`config.mk`:
```
export PLATFORM = sky130hd
export DESIGN_NAME = square_wave_sample_generator
export DESIGN_NICKNAME = d
export VERILOG_FILES = /design/src/rtl/swsg_pkg.sv /design/src/rtl/square_wave_sample_generator.sv /design/src/rtl/swsg_div.sv /design/src/rtl/swsg_datapath.sv /design/src/rtl/swsg_ctrl.sv
export VERILOG_INCLUDE_DIRS = /design/src /design/src/rtl
export SDC_FILE = /design/constraint.sdc
export NUM_CORES = 2
export LEC_CHECK = 0
export ABC_AREA = 1
export BUFFER_PORTS_ARGS = -buffer_cell sky130_fd_sc_hd__buf_2
export CAP_MARGIN = 20
export CORE_ASPECT_RATIO = 1.4
export CORE_MARGIN = 4
export CORE_UTILIZATION = 60
export CTS_BUF_LIST = sky130_fd_sc_hd__clkbuf_8
export DETAILED_ROUTE_END_ITERATION = 6
export PLACE_DENSITY = 0.77
export SLEW_MARGIN = 20
export SYNTH_ARGS = -nofsm -noshare
export SYNTH_HDL_FRONTEND = slang
export SYNTH_HIERARCHICAL = 1
export SYNTH_SLANG_ARGS = --single-unit
```
`constraint.sdc`:
```
create_clock -name clk -period 8 [get_ports clk]
set_input_delay 1.6 -clock clk [delete_from_list [all_inputs] [get_ports clk]]
set_output_delay 1.6 -clock clk [all_outputs]
set_load 0.02 [all_outputs]
```
`src/rtl/square_wave_sample_generator_macros.svh`:
```
// Assertion macros for the square wave sample generator.
// Included by the controller and datapath; no other dependencies.
`ifndef SQUARE_WAVE_SAMPLE_GENERATOR_MACROS_SVH
`define SQUARE_WAVE_SAMPLE_GENERATOR_MACROS_SVH

`ifndef NO_ASSERTIONS

`define SWSG_ASSERT(lbl, clk_s, rst_s, prop, msg) \
  lbl: assert property (@(posedge clk_s) disable iff (!rst_s) prop) else $error(msg);

`define SWSG_ASSERT_ALWAYS(lbl, clk_s, prop, msg) \
  lbl: assert property (@(posedge clk_s) prop) else $error(msg);

`else

`define SWSG_ASSERT(lbl, clk_s, rst_s, prop, msg)

`define SWSG_ASSERT_ALWAYS(lbl, clk_s, prop, msg)

`endif

`endif

```
`src/rtl/swsg_pkg.sv`:
```
// Shared types and constants for the square wave sample generator.
// No dependencies.
`timescale 1ns / 1ps

package swsg_pkg;

  localparam int COUNT_WIDTH_DEF = 16;

  localparam int IN_TDATA_W  = 8;
  localparam int OUT_TDATA_W = 24;
  localparam int SAMPLE_W    = 8;
  localparam int INDEX_W     = 16;

  localparam int CFG_INDEX_W = 3;
  localparam int CFG_DATA_W  = 17;
  localparam int RATE_W      = 16;
  localparam int FREQ_W      = 16;
  localparam int LEVEL_W     = 8;
  localparam int DUTY_W      = 17;
  localparam int DUTY_FRAC_W = 16;

  localparam logic [RATE_W-1:0]  SAMPLE_RATE_RST = 16'd4000;
  localparam logic [FREQ_W-1:0]  TARGET_FREQ_RST = 16'd200;
  localparam logic [LEVEL_W-1:0] LOW_LEVEL_RST   = 8'd0;
  localparam logic [LEVEL_W-1:0] HIGH_LEVEL_RST  = 8'd255;
  localparam logic [DUTY_W-1:0]  DUTY_RST        = 17'd32768;

  typedef enum logic [CFG_INDEX_W-1:0] {
    REG_SAMPLE_RATE = 3'd0,
    REG_TARGET_FREQ = 3'd1,
    REG_LOW_LEVEL   = 3'd2,
    REG_HIGH_LEVEL  = 3'd3,
    REG_DUTY_Q16    = 3'd4
  } cfg_reg_t;

  typedef enum logic [1:0] {
    DSEL_GCD,
    DSEL_N,
    DSEL_D,
    DSEL_Q
  } div_sel_t;

  typedef enum logic [3:0] {
    ST_IDLE,
    ST_SETUP,
    ST_GCD_CHK,
    ST_GCD_WAIT,
    ST_N_WAIT,
    ST_D_WAIT,
    ST_Q_START,
    ST_Q_WAIT,
    ST_PLOAD,
    ST_MUL,
    ST_HIGH,
    ST_STEP,
    ST_PUSH
  } swsg_state_t;

  typedef struct packed {
    logic     load_setup;
    logic     div_start;
    div_sel_t div_sel;
    logic     gcd_shift;
    logic     cap_n;
    logic     cap_d;
    logic     cap_q;
    logic     period_load;
    logic     mul;
    logic     high_load;
    logic     step;
  } swsg_cmd_t;

  typedef struct packed {
    logic setup_done;
    logic gcd_b_zero;
    logic div_done;
    logic new_period;
  } swsg_sts_t;

endpackage

```
`src/rtl/square_wave_sample_generator.sv`:
```
// Square wave sample generator, top level: controller, datapath and output register.
// Depends on swsg_pkg, swsg_ctrl and swsg_datapath.
//
// Each item on the in_ channel yields one item on the out_ channel. in_tdata bit 0 is
// restart: it, or the first item after reset, recomputes the buffer geometry
// (Euclid gcd and three divisions on one shared bit-serial divider) and starts at
// sample zero. Configuration writes on the cfg_ channel are taken every cycle.
// An item that starts no new period is stepped and then pushed; an item that starts a
// new period also loads the period length, forms the duty multiply and loads the high
// count before the push. A setup runs one division per Euclid step and then three
// divisions on the divider, which yields one quotient bit per cycle.
// Reset loads the register defaults and empties the output register; the geometry
// is then computed on the first item. When out_tready is low the finished item
// waits in the output register, the next item is still accepted and processed,
// and its result waits in the datapath until the register frees.
`timescale 1ns / 1ps

module square_wave_sample_generator #(
  parameter int COUNT_WIDTH = swsg_pkg::COUNT_WIDTH_DEF
) (
  input  logic                              clk,
  input  logic                              rst_n,
  input  logic                              in_tvalid,
  output logic                              in_tready,
  input  logic [swsg_pkg::IN_TDATA_W-1:0]   in_tdata,   // [0] restart, [7:1] zero
  output logic                              out_tvalid,
  input  logic                              out_tready,
  output logic [swsg_pkg::OUT_TDATA_W-1:0]  out_tdata,  // [7:0] sample, [23:8] sample_index
  output logic                              out_tlast,  // last_of_buffer
  input  logic                              cfg_valid,
  output logic                              cfg_ready,
  input  logic [swsg_pkg::CFG_INDEX_W-1:0]  cfg_index,
  input  logic [swsg_pkg::CFG_DATA_W-1:0]   cfg_data
);

  import swsg_pkg::*;

  swsg_cmd_t cmd;
  swsg_sts_t sts;
  logic      push;
  logic      out_free;

  logic [SAMPLE_W-1:0]    pend_sample;
  logic [INDEX_W-1:0]     pend_index;
  logic                   pend_last;

  logic                   out_tvalid_r, out_tvalid_nxt;
  logic [OUT_TDATA_W-1:0] out_tdata_r;
  logic                   out_tlast_r;

  assign cfg_ready = 1'b1;
  assign out_free  = !out_tvalid_r || out_tready;

  swsg_ctrl u_ctrl (
    .clk        (clk),
    .rst_n      (rst_n),
    .in_tvalid  (in_tvalid),
    .in_restart (in_tdata[0]),
    .in_tready  (in_tready),
    .out_free   (out_free),
    .sts        (sts),
    .cmd        (cmd),
    .push       (push)
  );

  swsg_datapath #(
    .COUNT_WIDTH(COUNT_WIDTH)
  ) u_dp (
    .clk         (clk),
    .rst_n       (rst_n),
    .cfg_valid   (cfg_valid),
    .cfg_index   (cfg_index),
    .cfg_data    (cfg_data),
    .cmd         (cmd),
    .sts         (sts),
    .pend_sample (pend_sample),
    .pend_index  (pend_index),
    .pend_last   (pend_last)
  );

  always_comb begin
    out_tvalid_nxt = out_tvalid_r;
    if (push) begin
      out_tvalid_nxt = 1'b1;
    end else if (out_tready) begin
      out_tvalid_nxt = 1'b0;
    end
  end

  always_ff @(posedge clk) begin
    if (!rst_n) begin
      out_tvalid_r <= 1'b0;
    end else begin
      out_tvalid_r <= out_tvalid_nxt;
    end
  end

  always_ff @(posedge clk) begin
    if (push) begin
      out_tdata_r <= {pend_index, pend_sample};
      out_tlast_r <= pend_last;
    end
  end

  assign out_tvalid = out_tvalid_r;
  assign out_tdata  = out_tdata_r;
  assign out_tlast  = out_tlast_r;

endmodule

```
`src/rtl/swsg_div.sv`:
```
// Shared restoring divider, one quotient bit per cycle.
// Uses no package items.
`timescale 1ns / 1ps

module swsg_div #(
  parameter int COUNT_WIDTH = 16
) (
  input  logic                   clk,
  input  logic                   rst_n,
  input  logic                   start,
  input  logic [COUNT_WIDTH-1:0] dividend,
  input  logic [COUNT_WIDTH-1:0] divisor,
  output logic                   done,
  output logic [COUNT_WIDTH-1:0] quot,
  output logic [COUNT_WIDTH-1:0] rem
);

  localparam int CW    = COUNT_WIDTH;
  localparam int CNT_W = $clog2(CW);

  logic             busy_r, busy_nxt;
  logic             done_r, done_nxt;
  logic [CNT_W-1:0] cnt_r, cnt_nxt;
  logic [CW-1:0]    rem_r, rem_nxt;
  logic [CW-1:0]    quot_r, quot_nxt;
  logic [CW-1:0]    dvs_r, dvs_nxt;
  logic [CW:0]      trial;
  logic [CW:0]      diff;
  logic             fits;

  always_comb begin
    trial    = {rem_r, quot_r[CW-1]};
    diff     = trial - {1'b0, dvs_r};
    fits     = (trial >= {1'b0, dvs_r});
    busy_nxt = busy_r;
    done_nxt = done_r;
    cnt_nxt  = cnt_r;
    rem_nxt  = rem_r;
    quot_nxt = quot_r;
    dvs_nxt  = dvs_r;
    if (start) begin
      busy_nxt = 1'b1;
      done_nxt = 1'b0;
      cnt_nxt  = '0;
      rem_nxt  = '0;
      quot_nxt = dividend;
      dvs_nxt  = divisor;
    end else if (busy_r) begin
      rem_nxt  = fits ? diff[CW-1:0] : trial[CW-1:0];
      quot_nxt = {quot_r[CW-2:0], fits};
      cnt_nxt  = cnt_r + 1'b1;
      if (cnt_r == CNT_W'(CW - 1)) begin
        busy_nxt = 1'b0;
        done_nxt = 1'b1;
      end
    end
  end

  always_ff @(posedge clk) begin
    if (!rst_n) begin
      busy_r <= 1'b0;
      done_r <= 1'b0;
      cnt_r  <= '0;
    end else begin
      busy_r <= busy_nxt;
      done_r <= done_nxt;
      cnt_r  <= cnt_nxt;
    end
  end

  always_ff @(posedge clk) begin
    rem_r  <= rem_nxt;
    quot_r <= quot_nxt;
    dvs_r  <= dvs_nxt;
  end

  assign done = done_r;
  assign quot = quot_r;
  assign rem  = rem_r;

endmodule

```
`src/rtl/swsg_datapath.sv`:
```
// Datapath: configuration registers, buffer geometry, period counters, duty product.
// Depends on swsg_pkg, swsg_div and the assertion macro header.
`timescale 1ns / 1ps
`include "square_wave_sample_generator_macros.svh"

module swsg_datapath #(
  parameter int COUNT_WIDTH = swsg_pkg::COUNT_WIDTH_DEF
) (
  input  logic                                 clk,
  input  logic                                 rst_n,
  input  logic                                 cfg_valid,
  input  logic [swsg_pkg::CFG_INDEX_W-1:0]     cfg_index,
  input  logic [swsg_pkg::CFG_DATA_W-1:0]      cfg_data,
  input  swsg_pkg::swsg_cmd_t                  cmd,
  output swsg_pkg::swsg_sts_t                  sts,
  output logic [swsg_pkg::SAMPLE_W-1:0]        pend_sample,
  output logic [swsg_pkg::INDEX_W-1:0]         pend_index,
  output logic                                 pend_last
);

  import swsg_pkg::*;

  localparam int CW = COUNT_WIDTH;
  localparam int WW = (CW > 16) ? CW : 16;
  localparam int PW = CW + DUTY_W;
  localparam int HW = PW + 1 - DUTY_FRAC_W;

  logic [RATE_W-1:0]  sample_rate_r;
  logic [FREQ_W-1:0]  target_freq_r;
  logic [LEVEL_W-1:0] low_level_r;
  logic [LEVEL_W-1:0] high_level_r;
  logic [DUTY_W-1:0]  duty_r;

  logic [CW-1:0] fsc_r, fc_r, gcd_a_r, gcd_b_r;
  logic [CW-1:0] buf_len_r, per_cnt_r, q0_r, r0_r;
  logic [CW-1:0] pos_buf_r, per_idx_r, pos_per_r, per_len_r, high_len_r;
  logic [PW-1:0] prod_r;
  logic          setup_done_r;
  logic [SAMPLE_W-1:0] pend_sample_r;
  logic [INDEX_W-1:0]  pend_index_r;
  logic                pend_last_r;

  logic [WW-1:0] fs_w, fs_sat_w, f_w, half_w, f_c_w, cmax_w, pos_w;
  logic [CW-1:0] div_a, div_b, div_q, div_r;
  logic          div_done;

  logic          last;
  logic [CW-1:0] pip_next, idx_inc, idx_wrap, pos_buf_next;
  logic          pip_over;
  logic [CW:0]   r_sum;
  logic [CW-1:0] len_new;
  logic [PW:0]   rnd;
  logic [HW-1:0] h_raw;
  logic [CW-1:0] high_new;

  // clamp the rate and frequency
  always_comb begin
    cmax_w   = WW'({CW{1'b1}});
    fs_w     = (sample_rate_r < RATE_W'(2)) ? WW'(2) : WW'(sample_rate_r);
    fs_sat_w = (fs_w > cmax_w) ? cmax_w : fs_w;
    half_w   = fs_sat_w >> 1;
    f_w      = WW'(target_freq_r);
    if (f_w > half_w) begin
      f_c_w = half_w;
    end else if (f_w == '0) begin
      f_c_w = WW'(1);
    end else begin
      f_c_w = f_w;
    end
  end

  always_comb begin
    case (cmd.div_sel)
      DSEL_GCD: begin
        div_a = gcd_a_r;
        div_b = gcd_b_r;
      end
      DSEL_N: begin
        div_a = fsc_r;
        div_b = gcd_a_r;
      end
      DSEL_D: begin
        div_a = fc_r;
        div_b = gcd_a_r;
      end
      DSEL_Q: begin
        div_a = buf_len_r;
        div_b = per_cnt_r;
      end
      default: begin
        div_a = gcd_a_r;
        div_b = gcd_b_r;
      end
    endcase
  end

  swsg_div #(
    .COUNT_WIDTH(CW)
  ) u_div (
    .clk      (clk),
    .rst_n    (rst_n),
    .start    (cmd.div_start),
    .dividend (div_a),
    .divisor  (div_b),
    .done     (div_done),
    .quot     (div_q),
    .rem      (div_r)
  );

  always_comb begin
    last         = (({1'b0, pos_buf_r} + 1'b1) >= {1'b0, buf_len_r});
    pos_buf_next = pos_buf_r + 1'b1;
    pip_next     = pos_per_r + 1'b1;
    pip_over     = (pip_next >= per_len_r);
    idx_inc      = per_idx_r + 1'b1;
    idx_wrap     = (idx_inc >= per_cnt_r) ? '0 : idx_inc;
    r_sum        = {1'b0, r0_r} + {1'b0, per_idx_r};
    len_new      = q0_r + CW'(r_sum >= {1'b0, per_cnt_r});
    rnd          = {1'b0, prod_r} + (PW+1)'(1 << (DUTY_FRAC_W - 1));
    h_raw        = rnd[PW:DUTY_FRAC_W];
    high_new     = (h_raw > HW'(per_len_r)) ? per_len_r : h_raw[CW-1:0];
    pos_w        = WW'(pos_buf_r);
  end

  always_ff @(posedge clk) begin
    if (!rst_n) begin
      sample_rate_r <= SAMPLE_RATE_RST;
      target_freq_r <= TARGET_FREQ_RST;
      low_level_r   <= LOW_LEVEL_RST;
      high_level_r  <= HIGH_LEVEL_RST;
      duty_r        <= DUTY_RST;
    end else if (cfg_valid) begin
      case (cfg_index)
        REG_SAMPLE_RATE: sample_rate_r <= cfg_data[RATE_W-1:0];
        REG_TARGET_FREQ: target_freq_r <= cfg_data[FREQ_W-1:0];
        REG_LOW_LEVEL:   low_level_r   <= cfg_data[LEVEL_W-1:0];
        REG_HIGH_LEVEL:  high_level_r  <= cfg_data[LEVEL_W-1:0];
        REG_DUTY_Q16:    duty_r        <= cfg_data[DUTY_W-1:0];
        default: ;
      endcase
    end
  end

  always_ff @(posedge clk) begin
    if (!rst_n) begin
      setup_done_r <= 1'b0;
      pos_buf_r    <= '0;
      per_idx_r    <= '0;
      pos_per_r    <= '0;
      per_len_r    <= '0;
      high_len_r   <= '0;
      buf_len_r    <= '0;
      per_cnt_r    <= '0;
    end else begin
      if (cmd.cap_n) begin
        buf_len_r <= div_q;
      end
      if (cmd.cap_d) begin
        per_cnt_r <= div_q;
      end
      if (cmd.cap_q) begin
        pos_buf_r    <= '0;
        per_idx_r    <= '0;
        setup_done_r <= 1'b1;
      end
      if (cmd.period_load) begin
        per_len_r <= len_new;
        pos_per_r <= '0;
      end
      if (cmd.high_load) begin
        high_len_r <= high_new;
      end
      if (cmd.step) begin
        if (last) begin
          pos_buf_r <= '0;
          per_idx_r <= '0;
        end else begin
          pos_buf_r <= pos_buf_next;
          pos_per_r <= pip_next;
          if (pip_over) begin
            per_idx_r <= idx_wrap;
          end
        end
      end
    end
  end

  always_ff @(posedge clk) begin
    if (cmd.load_setup) begin
      fsc_r   <= fs_sat_w[CW-1:0];
      fc_r    <= f_c_w[CW-1:0];
      gcd_a_r <= fs_sat_w[CW-1:0];
      gcd_b_r <= f_c_w[CW-1:0];
    end else if (cmd.gcd_shift) begin
      gcd_a_r <= gcd_b_r;
      gcd_b_r <= div_r;
    end
    if (cmd.cap_q) begin
      q0_r <= div_q;
      r0_r <= div_r;
    end
    if (cmd.mul) begin
      prod_r <= PW'(per_len_r) * PW'(duty_r);
    end
    if (cmd.step) begin
      pend_sample_r <= (pos_per_r < high_len_r) ? high_level_r : low_level_r;
      pend_index_r  <= pos_w[INDEX_W-1:0];
      pend_last_r   <= last;
    end
  end

  always_comb begin
    sts.setup_done = setup_done_r;
    sts.gcd_b_zero = (gcd_b_r == '0);
    sts.div_done   = div_done;
    sts.new_period = last || pip_over;
  end

  assign pend_sample = pend_sample_r;
  assign pend_index  = pend_index_r;
  assign pend_last   = pend_last_r;

  `SWSG_ASSERT(a_step_ready, clk, rst_n, cmd.step |-> setup_done_r && per_cnt_r != '0, "step before geometry set up")
  `SWSG_ASSERT(a_step_high, clk, rst_n, cmd.step |-> high_len_r <= per_len_r, "high count exceeds period length")
  `SWSG_ASSERT(a_step_bounds, clk, rst_n, cmd.step |-> pos_buf_r < buf_len_r && per_idx_r < per_cnt_r, "buffer position or period index out of range")

endmodule

```
`src/rtl/swsg_ctrl.sv`:
```
// Controller: sequences setup divisions, period loads and one step per input item.
// Depends on swsg_pkg and the assertion macro header.
`timescale 1ns / 1ps
`include "square_wave_sample_generator_macros.svh"

module swsg_ctrl (
  input  logic                clk,
  input  logic                rst_n,
  input  logic                in_tvalid,
  input  logic                in_restart,
  output logic                in_tready,
  input  logic                out_free,
  input  swsg_pkg::swsg_sts_t sts,
  output swsg_pkg::swsg_cmd_t cmd,
  output logic                push
);

  import swsg_pkg::*;

  swsg_state_t state_r, state_nxt;
  logic        step_done_r, step_done_nxt;

  always_ff @(posedge clk) begin
    if (!rst_n) begin
      state_r     <= ST_IDLE;
      step_done_r <= 1'b0;
    end else begin
      state_r     <= state_nxt;
      step_done_r <= step_done_nxt;
    end
  end

  always_comb begin
    state_nxt     = state_r;
    step_done_nxt = step_done_r;
    cmd           = '0;
    in_tready     = 1'b0;
    push          = 1'b0;
    case (state_r)
      ST_IDLE: begin
        in_tready = 1'b1;
        if (in_tvalid) begin
          step_done_nxt = 1'b0;
          state_nxt     = (in_restart || !sts.setup_done) ? ST_SETUP : ST_STEP;
        end
      end
      ST_SETUP: begin
        cmd.load_setup = 1'b1;
        state_nxt      = ST_GCD_CHK;
      end
      ST_GCD_CHK: begin
        cmd.div_start = 1'b1;
        if (sts.gcd_b_zero) begin
          cmd.div_sel = DSEL_N;
          state_nxt   = ST_N_WAIT;
        end else begin
          cmd.div_sel = DSEL_GCD;
          state_nxt   = ST_GCD_WAIT;
        end
      end
      ST_GCD_WAIT: begin
        if (sts.div_done) begin
          cmd.gcd_shift = 1'b1;
          state_nxt     = ST_GCD_CHK;
        end
      end
      ST_N_WAIT: begin
        if (sts.div_done) begin
          cmd.cap_n     = 1'b1;
          cmd.div_start = 1'b1;
          cmd.div_sel   = DSEL_D;
          state_nxt     = ST_D_WAIT;
        end
      end
      ST_D_WAIT: begin
        if (sts.div_done) begin
          cmd.cap_d = 1'b1;
          state_nxt = ST_Q_START;
        end
      end
      ST_Q_START: begin
        cmd.div_start = 1'b1;
        cmd.div_sel   = DSEL_Q;
        state_nxt     = ST_Q_WAIT;
      end
      ST_Q_WAIT: begin
        if (sts.div_done) begin
          cmd.div_sel = DSEL_Q;
          cmd.cap_q   = 1'b1;
          state_nxt   = ST_PLOAD;
        end
      end
      ST_PLOAD: begin
        cmd.period_load = 1'b1;
        state_nxt       = ST_MUL;
      end
      ST_MUL: begin
        cmd.mul   = 1'b1;
        state_nxt = ST_HIGH;
      end
      ST_HIGH: begin
        cmd.high_load = 1'b1;
        state_nxt     = step_done_r ? ST_PUSH : ST_STEP;
      end
      ST_STEP: begin
        cmd.step      = 1'b1;
        step_done_nxt = 1'b1;
        state_nxt     = sts.new_period ? ST_PLOAD : ST_PUSH;
      end
      ST_PUSH: begin
        if (out_free) begin
          push      = 1'b1;
          state_nxt = ST_IDLE;
        end
      end
      default: begin
        state_nxt = ST_IDLE;
      end
    endcase
  end

  `SWSG_ASSERT_ALWAYS(a_reset_idle, clk, !rst_n |=> state_r == ST_IDLE, "controller not idle after reset")
  `SWSG_ASSERT(a_accept_path, clk, rst_n, in_tvalid && in_tready |=> state_r == ST_SETUP || state_r == ST_STEP, "accepted item not started")
  `SWSG_ASSERT(a_push_stepped, clk, rst_n, state_r == ST_PUSH |-> step_done_r, "result pushed without a step")

endmodule

```
==> implementation parameters <==
Parameter                              Value

Global route
  Met2 routing resource usage after global routing ... 0.546
  First-pass GRT wire length ... 135 mm
  Overall routing resource usage ... 0.296
  Total overflow reported by the global router ... 0
  Number of global-route vias before repair ... 26700
  Largest net degree at the start of global routing ... 90
  Antenna violations before repair ... 1
  Most used routing layer in global routing ... met2
  Global-route met3 utilization ... 0.0363
  GR Util met1 ... 0.316

Clock network
  Post-CTS clock slew at the launch and capture registers of the worst setup and hold paths ... 0.07 ns
  Total clock buffers created by CTS ... 60
  Clock sink total ... 402
  Quantity of gates resized following cts ... 0
  Largest buffer count on any clock path ... 3
  Post-CTS Setup Bufs ... 0
  Clock Tree Root ... sky130_fd_sc_hd__clkbuf_8
  Total number of H-tree levels ... 2
  Cts-stage hold buffer count ... 0
  TritonCTS clock tree ... done
  Clock latency on the worst-skew pair ... 0.66 ns

Timing
  Setup Skew ... 0.0268 ns
  Maximum clock frequency ... 0.156 GHz
  RSZ-0062 raised after global routing ... no
  Final number of hold-violating endpoints ... 0
  Worst hold-check slack ... ~0.42 ns
  Finish-stage setup viols ... 0
  Worst slew margin relative to its limit ... 0.281
  Final min period ... 6.40 ns
  Least-Margin Pin Slew ... 1.08 ns
  Period utilisation layout ... 0.800
  Final Max Slew Viols ... 0
  Final setup TNS ... 0 ns

Cells and area
  P&R area growth vs syn ... 5.90%
  Number of nets in the finished design ... 4509
  Fraction of final layout cells with drive strength greater than 1 ... 0.0576
  Most frequent cells in the layout ... sky130_fd_sc_hd__nand2_1 (964), sky130_fd_sc_hd__inv_1 (777), sky130_fd_sc_hd__ha_1 (255)
  Area taken by multi-input logic gates ... 18100 sq um
  Most common cell after layout, fill and taps aside ... sky130_fd_sc_hd__nand2_1
  Count of filler cells inserted in the layout ... 4542
  Share of the core filled with cells ... 0.644
  Post-Layout Inst Area ... 33700 sq um
  Area used by sequential logic in the layout ... 10000 sq um

Detailed routing
  # DRC ... 3
  Number of DRC markers after the initial detailed-route iteration ... 1975
  Number of vias after detailed routing ... approximately 26000
  Routed WL ... around 84 mm
  Post-route antenna net violation count ... 0
  Iteration count of the initial detailed-routing pass ... 7
  Post-detailed-route wirelength per cell ... 17.6 microns
  Via-to-Cell Ratio ... 5.55

Die
  Area inside the core boundary ... 52300 sq um
  Area of the die ... between 50000 and 60000 sq um
  Number of placement rows ... 99
  Count of boundary I/O pins ... 61
  Die width ... 202 microns
  Chip height ... 280 microns
  Initial standard-cell utilization of the core ... 0.608

Place
  Input/output buffers ... 52
  Standard cell area after detailed placement ... 32300 sq um
  Post-detail-place hpwl ... 63.8 mm
  Final weighted congestion in routability-driven placement ... approximately 0.94

Critical path
  Category of the worst setup path launch point ... flip-flop
  Reg-to-reg startpoint ... u_dp/per_len_r[7]
  Highest cell delay on the worst timing path ... 1.03 ns
  CP Data Arrival Time ... 6.80 ns
  Maximum net fanout on the critical path ... 18
  Critical path's slowest cell ... sky130_fd_sc_hd__dfxtp_1
  Worst reg-to-reg setup slack ... 1.60 ns
  Ordered cell list for the critical path ... nand2_1 > fa_1 > fa_1 > inv_1 > fa_1 > fa_1 > fa_1 > inv_1 > fa_1 > inv_1 > ha_1 > nand2_1 > inv_1 > a21boi_0 > o21bai_1 > a221oi_1 > nand2_1 > nand2_1 > nand2_1
  Top cell by count, worst path ... sky130_fd_sc_hd__fa_1
  Worst setup path startpoint ... u_dp/per_len_r[7]
  Required time worst endpoint ... between 8 and 9 ns
  Setup CP Type ... flip-flop to flip-flop
  Kind of capture point of the worst setup path ... flip-flop

Logic synthesis
  Syn Std Cell Area ... 31800 sq um
  Leading area contributor after synthesis ... sky130_fd_sc_hd__edfxtp_1
  Unique masters post-synth ... 57
  Number of warnings printed during yosys synthesis ... 6
  Sequential area share after synthesis ... 0.315
  Synth Flop Type ... sky130_fd_sc_hd__dfxtp_1
  Synthesized area per cell ... 7.84 sq um
  Flop and latch count out of synthesis ... about 400
  Share of the synthesized area in the top cell type ... 0.185
  Async S/R FF share, synth ... 0
  Top cells by area in the synthesized netlist ... sky130_fd_sc_hd__edfxtp_1 (19%), sky130_fd_sc_hd__fa_1 (13%), sky130_fd_sc_hd__dfxtp_1 (13%)
  Post-synth EDFFs ... 196
  Post-synthesis net count ... 4552
  Synthesized netlist cell count ... roughly 4000

Worst hold path
  Worst min-delay path startpoint ... u_dp/pend_index[10]
  Worst min path class ... flip-flop to flip-flop

Pwr
  Cell Int Power ... 3.74 mW
  Sequential share of power ... 0.488
  Comb power frac ... 0.175
  Static leakage ... 17.1 nW
  Psw ... around 1.7 mW
  Peak supply drop ... 141 uV
  Power density cells ... 162 nW/um^2
  Net switching share of the total power ... 0.313
  Clk network pwr share ... 0.338

Status
  Result of the run ... complete, but fails checks
  Violated checks ... design-rule violations

Job
  MaxCap Viol Count ... 0
==> critical path, delay by kind of cell (launching register included) <==
kind / cells / cell delay (ns)
adders and majority gates: 7 / 3.47
DFF: 1 / 1.03
buffers and inverters: 4 / 0.20
AOI/OAI and AO/OA: 3 / 0.94
and+or+nand+nor: 5 / 0.51
==> layer usage <==
layer | routed length (microns) | part of all wire
met5 | 0 | 0
met4 | 6360 | 0.076
met3 | 4530 | 0.054
met2 | 43500 | 0.52
met1 | 29700 | 0.35
==> power by group through the flow <==
stage | Combinational (mW) | Sequential [mW] | Clock, mW
3_3_place_gp | 0.916 | 2.69 | 0
2_1_floorplan | 0.711 | 2.58 | 0
4_1_cts | 0.937 | 2.65 | 1.87
6_report | 0.951 | 2.66 | 1.84
5_1_grt | 1.06 | 2.67 | 1.96
3_5_place_dp | 0.932 | 2.69 | 0
==> synth_stat cells (29+ instances only) <==
cell and n:
sky130_fd_sc_hd__a21oi_1 248, sky130_fd_sc_hd__clkbuf_1 149, sky130_fd_sc_hd__dfxtp_1 206, sky130_fd_sc_hd__edfxtp_1 196, sky130_fd_sc_hd__fa_1 209, sky130_fd_sc_hd__ha_1 255, sky130_fd_sc_hd__inv_1 761, sky130_fd_sc_hd__nand2_1 964
sky130_fd_sc_hd__nand3_1 186, sky130_fd_sc_hd__nand4_1 53, sky130_fd_sc_hd__nor2_1 252, sky130_fd_sc_hd__nor3_1 40, sky130_fd_sc_hd__o21ai_0 180, sky130_fd_sc_hd__xnor2_1 29, sky130_fd_sc_hd__xor2_1 70
==> through the flow <==
step	cells	total power [mW]	setup slack (ns)
finish	4772	5.45	1.60
global route	4771	5.69	1.39
CTS	4770	5.46	1.68
detailed placement	4657	3.62	1.69
global placement	4656	3.60	1.74
floorplan	4055	3.29	2.24
==> cell families (layout without fill, tap and decap cells) <==
logic type	after synthesis	after routing	share of synthesized area
AO/OA/AOI/OAI	529	529	0.0912
XOR/XNOR	99	99	0.0273
adder cells (fa/ha/maj)	464	464	0.232
buffers and inverters	954	962	0.116
flip-flops	402	402	0.315
other	2	4	0.000236
AND/OR/NAND/NOR	1605	1605	0.218
==> registers in the layout, indices dropped and copies added, names as in the netlist, 16 cells and up <==
signal and count:
u_dp/r0_r 16, u_dp/per_idx_r 16, u_dp/per_len_r 16, u_dp/u_div/rem 16, u_dp/f_w 16, u_dp/gcd_a_r 16, out_tdata 24, u_dp/pos_per_r 16
u_dp/gcd_b_r 16, u_dp/per_cnt_r 16, u_dp/high_len_r 16, u_dp/buf_len_r 16, u_dp/pend_index 16, u_dp/prod_r 18, u_dp/sample_rate_r 16, u_dp/q0_r 16
u_dp/fc_r 16, u_dp/u_div/quot 16, u_dp/duty_r 17, u_dp/u_div/dvs_r 16, u_dp/fsc_r 16, u_dp/pos_buf_r 16
==> path summary, 6_finish.rpt <==
| check | depth (start not counted) | endpoint |
|---|---|---|
| max | 19 | u_dp/prod_r[32] |
| min | 0 | out_tdata[18] |
| max reg2reg | 19 | u_dp/prod_r[32] |
| min reg2reg | 0 | out_tdata[18] |
==> final cells by class <==
type / instances / area share
Multi-Input combinational cell: 2699 / 0.538
Timing Repair Buffer: 74 / 0.0131
Antenna cell: 2 / 0.000149
Tap cell: 707 / 0.0263
Sequential cell: 402 / 0.297
Inverter: 775 / 0.0864
Clock inverter: 49 / 0.0126
Clock buffer: 64 / 0.0262
(Power assumes the default switching activity.)
